### config.mk
export PLATFORM = sky130hd
export DESIGN_NAME = sqg_phase_div
export DESIGN_NICKNAME = d
export VERILOG_FILES = /design/src/design/sqg_pkg.sv /design/src/design/sqg_phase_div.sv
export SDC_FILE = /design/constraint.sdc
export NUM_CORES = 1
export LEC_CHECK = 0
export BUFFER_PORTS_ARGS = -buffer_cell sky130_fd_sc_hd__buf_2
export CAP_MARGIN = 40
export CORE_MARGIN = 1
export CORE_UTILIZATION = 40
export DETAILED_ROUTE_END_ITERATION = 8
export PLACE_DENSITY_LB_ADDON = 0.05
export SYNTH_ARGS = -nofsm -noshare
export SYNTH_HDL_FRONTEND = slang
export SYNTH_SLANG_ARGS = --single-unit
### constraint.sdc
create_clock -name clock -period 4 [get_ports clock]
set_input_delay 0.6 -clock clock [delete_from_list [all_inputs] [get_ports clock]]
set_output_delay 0.6 -clock clock [all_outputs]
set_load 0.01 [all_outputs]
### src/design/sqg_pkg.sv
// Shared constants, tables and types of the UV-sphere quad generator.
`default_nettype none

package sqg_pkg;

   localparam int MAX_SEGMENTS = 1024;
   localparam int PHASE_BITS   = 16;
   localparam int TRIG_BITS    = 16;

   localparam int IDX_W      = 10;
   localparam int SEG_W      = 11;
   localparam int COORD_W    = 32;
   localparam int RADIUS_W   = 31;
   localparam int CSR_IDX_W  = 3;
   localparam int CSR_DATA_W = 32;

   localparam int DEN_W     = SEG_W + 1;
   localparam int REM_W     = SEG_W;
   localparam int NUM_W     = SEG_W + PHASE_BITS + 1;
   localparam int DIV_STEPS = NUM_W;

   localparam int ANGLE_W      = 32;
   localparam int CORDIC_STEPS = 24;
   localparam int CORDIC_FRAC  = 30;
   localparam int TRIG_W       = TRIG_BITS + 2;
   localparam logic signed [ANGLE_W-1:0] CORDIC_X0 = 32'sd652032874;

   localparam logic [PHASE_BITS-1:0] LAT_OFFSET = PHASE_BITS'(1 << (PHASE_BITS - 2));

   localparam logic signed [ANGLE_W-1:0] ATAN_TABLE [CORDIC_STEPS] = '{
      32'sd536870912, 32'sd316933406, 32'sd167458907, 32'sd85004757,
      32'sd42667331,  32'sd21354465,  32'sd10679838,  32'sd5340245,
      32'sd2670163,   32'sd1335087,   32'sd667544,    32'sd333772,
      32'sd166886,    32'sd83443,     32'sd41722,     32'sd20861,
      32'sd10430,     32'sd5215,      32'sd2608,      32'sd1304,
      32'sd652,       32'sd326,       32'sd163,       32'sd81
   };

   localparam int DIV_LAT    = DIV_STEPS;
   localparam int CORDIC_LAT = CORDIC_STEPS + 3;
   localparam int VERTEX_LAT = 4;
   localparam int PIPE_LAT   = DIV_LAT + CORDIC_LAT + VERTEX_LAT;

   typedef enum logic [CSR_IDX_W-1:0] {
      CSR_CENTER_X      = 3'd0,
      CSR_CENTER_Y      = 3'd1,
      CSR_CENTER_Z      = 3'd2,
      CSR_SPHERE_RADIUS = 3'd3,
      CSR_SEGMENT_COUNT = 3'd4
   } csr_index_type;

   typedef struct packed {
      logic signed [TRIG_W-1:0] cs;
      logic signed [TRIG_W-1:0] sn;
   } trig_type;

   typedef struct packed {
      logic signed [COORD_W-1:0] x;
      logic signed [COORD_W-1:0] y;
      logic signed [COORD_W-1:0] z;
   } vec_type;

   typedef struct packed {
      vec_type v0;
      vec_type v1;
      vec_type v2;
      vec_type v3;
   } quad_type;

endpackage

`default_nettype wire

### src/design/sqg_phase_div.sv
// Pipelined restoring divider that yields the low phase bits of a quotient.
`default_nettype none

module sqg_phase_div (
   input  wire logic                            clock,
   input  wire logic                            en,
   input  wire logic [sqg_pkg::NUM_W-1:0]       dividend,
   input  wire logic [sqg_pkg::DEN_W-1:0]       divisor,
   output logic      [sqg_pkg::PHASE_BITS-1:0]  quotient
);

   localparam int STEPS = sqg_pkg::DIV_STEPS;
   localparam int NW    = sqg_pkg::NUM_W;
   localparam int RW    = sqg_pkg::REM_W;
   localparam int PB    = sqg_pkg::PHASE_BITS;

   logic [NW-1:0] num_src [STEPS];
   logic [RW-1:0] rem_src [STEPS];
   logic [PB-1:0] quo_src [STEPS+1];

   assign num_src[0] = dividend;
   assign rem_src[0] = '0;
   assign quo_src[0] = '0;

   for (genvar s = 0; s < STEPS; s++) begin : g_step
      logic [RW:0]   trial;
      logic [RW:0]   diff;
      logic          ge;
      logic [RW-1:0] rem_in;
      logic [PB-1:0] quo_in;
      logic [PB-1:0] quo_ff;

      assign trial  = {rem_src[s], num_src[s][NW-1]};
      assign ge     = trial >= divisor;
      assign diff   = trial - divisor;
      assign rem_in = ge ? diff[RW-1:0] : trial[RW-1:0];
      assign quo_in = {quo_src[s][PB-2:0], ge};

      always_ff @(posedge clock) begin
         if (en) begin
            quo_ff <= quo_in;
         end
      end
      assign quo_src[s+1] = quo_ff;

      if (s < STEPS - 1) begin : g_carry
         logic [RW-1:0] rem_ff;
         logic [NW-1:0] num_ff;
         always_ff @(posedge clock) begin
            if (en) begin
               rem_ff <= rem_in;
               num_ff <= {num_src[s][NW-2:0], 1'b0};
            end
         end
         assign rem_src[s+1] = rem_ff;
         assign num_src[s+1] = num_ff;
      end
   end

   assign quotient = quo_src[STEPS];

endmodule

`default_nettype wire

======== Yosys cells after proc, flatten, opt, wreduce, memory -nomap -nowiden ========
Index checks and enable logic that the tools add are counted.
cells by class
  $add $sub $neg .......................... 27
  multiplexer cells ....................... 27
  order comparisons ....................... 28
operator list
  kind              count
  $ge A12 B12 Y1    27
  $mux W11          26
  $sub A11 B11 Y11  26
  $ge A1 B12 Y1     1
  $sub A1 B11 Y11   1
  $mux W1           1
word-level totals
  bits of input ports ..................... 42
  register bits ........................... 811

======== Logic depth before layout (Yosys ltp) ========
  word-level depth ........................ 2
  gate-level depth with buffers ........... 11

======== Worst setup path after synthesis ========
OpenSTA, ideal clock, no wires.
  path type ............................... input -> register
  from .................................... input port divisor[9] (netlist name)
  to ...................................... register g_step[22].g_carry.rem_ff[3], data pin
  setup slack ............................. 0.844 ns
  stages on the path ...................... 7
  arrival ................................. 2.896 ns
  library setup time ...................... 0.260 ns
  data required time ...................... 3.740 ns
  path through ............................ inv_1 > ha_1 > buf_6 > a21o_1 > a211o_1 > o32ai_4 > mux2_2
on the way
  cells in the longest elaborated chain, start to end .. 2
RTL lines
  item                            RTL line             source
  from (decl)                     sqg_phase_div.sv:8   input wire logic [sqg_pkg::DEN_W-1:0] divisor,
  $ge A12 B12 Y1                  sqg_phase_div.sv:34  assign ge = trial >= divisor;
  $mux W11                        sqg_phase_div.sv:36  assign rem_in = ge ? diff[RW-1:0] : trial[RW-1:0];
  named net g_step[22].rem_in[3]  sqg_phase_div.sv:29  logic [RW-1:0] rem_in;
  to (signal assigned)            sqg_phase_div.sv:51  rem_ff <= rem_in;
  to (decl)                       sqg_phase_div.sv:47  logic [RW-1:0] rem_ff;
The timed path passes the listed nets, and every way through them passes these cells.
A chain may end at the register's enable or synchronous reset.

======== Worst setup path in the final report ========
  from .................................... input port divisor[0] (netlist name)
  to ...................................... register g_step[14].g_carry.rem_ff[2], data pin
on the way
  cells in the longest elaborated chain, start to end .. 2
  elaborated cells on any way between the ends .. 3
  those cells by class .................... 1 x add/sub; 1 x order compare; 1 x mux
RTL lines
  item                                                       RTL line
  $sub A11 B11 Y11 / $ge A12 B12 Y1 (equally long branches)  sqg_phase_div.sv:35, sqg_phase_div.sv:34
  $mux W11 (*)                                               sqg_phase_div.sv:36
  named net g_step[14].rem_in[2]                             sqg_phase_div.sv:29
  to (signal assigned)                                       sqg_phase_div.sv:51
  to (decl)                                                  sqg_phase_div.sv:47
Mark *: on every way through the listed nets, which the timed path passes. The rest lies on a longest branch.

==> impl_metrics.json <==
{
  "run_status": "finished clean",
  "post-route-period-util": 0.735,
  "hold_path_depth": 1,
  "cts_num_sinks": 811,
  "critPathLaunchType": "input port",
  "die_boundary_height_microns": 324,
  "postSynthCellCount": 3202,
  "grt_util_met3": 0.0277,
  "power.density_nw_per_um2": 736,
  "postCtsHoldBufs": 0,
  "worstMarginPinSlew_ns": 0.732,
  "postCtsSetupRepairBufs": 0,
  "cap_viol_max_count": 0,
  "place.port_buffers": 57,
  "vdd_drop_max_mv": 0.383,
  "worstPathRequired_ns": 4.41,
  "yosysTopAreaCell": "edfxtp_1",
  "post-layout-total-power_w": 0.0348,
  "grt_antenna_before_repair": 0,
  "slew_violations": 0,
  "final-setup-viol-count": 0,
  "avgSynthCellArea_sq_um": 12.9,
  "io_pins": 58,
  "tritoncts.num_buffers": 93,
  "postSynth.topFlopCell": "edfxtp_1",
  "post_drt_wl_per_cell_microns": 18.1,
  "synth-seq-area-share": 0.589,
  "root_buffer_selected_by_cts": "clkbuf_16",
  "drtAntennaViolNets": 0,
  "first_global_vias": 25600,
  "rsz_0062_raised_after_global_routing": "false",
  "critical-path-max-stage-delay_ns": 0.55,
  "synth_seq_cells": 811,
  "worst-setup-path-type": "input port to flop",
  "groute.layer.met1.usage": 0.227,
  "upper_clock_frequency_limit_mhz": 340,
  "layout_min_cycle_time_ns": 2.94,
  "finalHoldViolations": 0,
  "aggregate_routed_wire_length_mm": 87.4,
  "n_antenna_cell": 0,
  "critPathMostFrequentCell": "nand2_1",
  "synth.distinct_cells": 71,
  "postLayoutCellArea_sq_um": 47300,
  "areaGrowthSynthToFinish_pct": 14.3,
  "drc": 0,
  "timing.hold.ws_ns": 0.0845,
  "grt_pass1_wl_mm": 138,
  "die_w_microns": 324,
  "synth-edff-count": 811,
  "post_synth_main_area_contributors": "edfxtp_1, ha_1, nand2_1, o21ai_0, mux2_2",
  "reg2regPathDepth": 7,
  "critical_path.max_fanout": 14,
  "num_vias": 25800,
  "cp_cell_instances": "buf_2 > ha_1 > fa_1 > nand2b_1 > nand2_1 > a211oi_1 > o2111ai_1 > nand2_1 > mux2_2",
  "first_iter_violations": 1546,
  "grt_most_used_layer": "met2",
  "drive_above_1_share": 0.120,
  "top_area_cell_type_share_of_the_netlist_area": 0.589,
  "gr-usage-all-layers": 0.169,
  "overflow": 0,
  "synth.cell_area_sq_um": 41400,
  "fin_nets": 3782,
  "grt_util_met2": 0.277,
  "setup-tns-final_ns": 0,
  "synth-warning-count": 0,
  "cts.reportedPaths.clkPinSlew_ns": 0.06,
  "async_reset_ff_frac": 0,
  "worst_setup_path_end_kind": "flop",
  "placedInstanceArea_sq_um": 44100,
  "max_slew_margin": 0.512,
  "sum_of_net_half_perimeters_after_detailed_placement_mm": 57.4,
  "cts.path.max_buffers": 3,
  "grt_start_max_net_pins": 95,
  "globalplace.congestion": 0.843,
  "min_path_type": "input port to flop",
  "drt_pre_antenna_iters": 5,
  "ctsResizeCount": 0,
  "maximum_level_of_the_cts_h_tree": 3,
  "floorplan.initialDensity": 0.405,
  "worst_setup_skew_after_layout_ns": 0.0268,
  "clk-insertion-delay-late_ns": 0.67,
  "dieArea_sq_um": 105000,
  "viasPerCell": 5.34,
  "worst_ep_arrival_ns": 3.34,
  "tritoncts": "yes",
  "syn-num-nets": 3596,
  "num_rows": 117,
  "core_region_area_sq_um": 102000,
  "critical_path_cell_with_the_highest_stage_delay": "buf_2",
  "static-leakage-power_nw": 18.3
}
[flip-flops by register name, indices dropped and copies added (netlist names)]
register and cells:
g_step.g_carry.rem_ff 297, g_step.g_carry.num_ff 378, quotient 16, g_step.quo_ff 120
[final timing paths]
check	start	to	slack, ns
min	dividend[11]	g_step[0].g_carry.num_ff[12]	0.08
min reg2reg	g_step[15].quo_ff[1]	g_step[16].quo_ff[2]	0.40
max	divisor[0]	g_step[14].g_carry.rem_ff[2]	1.06
max reg2reg	g_step[13].g_carry.rem_ff[4]	g_step[14].g_carry.rem_ff[2]	1.11
[logic make-up (layout without fill, tap and decap cells)]
kind of cell	Yosys count	after routing	share of synthesized area
fa+ha+maj	352	352	0.111
flops	811	811	0.589
compound gates	844	844	0.134
mux	124	124	0.0328
xor+xnor	141	141	0.0299
simple gates	727	727	0.0823
buf+inv	203	468	0.0205
[cell type report]
| class | instances | area (sq um) |
|---|---|---|
| flip-flops and latches | 811 | 24400 |
| well taps | 1368 | 1710 |
| clock inverters | 64 | 781 |
| repair buffers | 150 | 1280 |
| inverters | 144 | 543 |
| clock buffers | 110 | 2390 |
| fillers | 9188 | 54900 |
| multi-input cells | 2188 | 16200 |
[report_power, final]
part	internal [W]	switching, W
clock	0.00511	0.00354
combinational	0.00595	0.00722
sequential	0.0120	0.000990
[routing by layer]
| metal | part of all wire | vias to the layer above | wire length [microns] |
|---|---|---|---|
| met5 | 0 | - | 0 |
| met4 | 0.028 | 0 | 2490 |
| met3 | 0.033 | 150 | 2910 |
| met2 | 0.47 | 465 | 40900 |
| met1 | 0.47 | 12500 | 41100 |
| li1 | - | 12700 | - |
[per-stage QoR]
stage	util	cells	worst slack, ns
final	0.463	4835	1.06
after global routing	0.463	4835	0.933
after CTS	0.463	4835	1.10
after detailed placement	0.432	4661	0.377
after global placement	0.432	4661	0.418
after floorplan	-	3202	0.844
[worst max-delay path: cells and delay by family]
| kind | cells | cell delay, ns |
|---|---|---|
| compound gates | 2 | 0.62 |
| simple gates | 3 | 0.62 |
| fa+ha+maj | 2 | 0.52 |
| buf+inv | 1 | 0.55 |
| mux | 1 | 0.40 |
[synthesized netlist by cell type (36+ instances only)]
master    count
edfxtp_1    811
buf_2        38
inv_1       143
nand2_1     269
a21oi_1     172
nand3_1      40
o31ai_1      49
xnor2_1      73
mux2_2       85
nor2b_1      59
nor2_1      161
mux2i_1      36
a31oi_1      45
nand4_1      47
a21o_1       72
xor2_1       68
o21ai_0     195
nor3_1       48
o21a_1       87
ha_1        326
[layout by cell type, fill, tap and decap left out, types with 21 or more instances in the layout]
cell,instances
inv_1,143
nor2_1,161
nand2b_1,26
ha_1,326
a21oi_1,172
nor3_1,48
nand4_1,47
a31oi_1,45
buf_4,70
clkbuf_16,93
a21boi_0,21
o31ai_1,49
o21a_1,87
fa_1,26
xnor2_1,73
nand2_1,269
nor2b_1,59
xor2_1,68
buf_2,56
edfxtp_1,811
o21ai_0,195
a21o_1,72
nand3_1,40
mux2i_1,36
mux2_2,85
buf_12,23
Power figures use the tool's default switching activity.
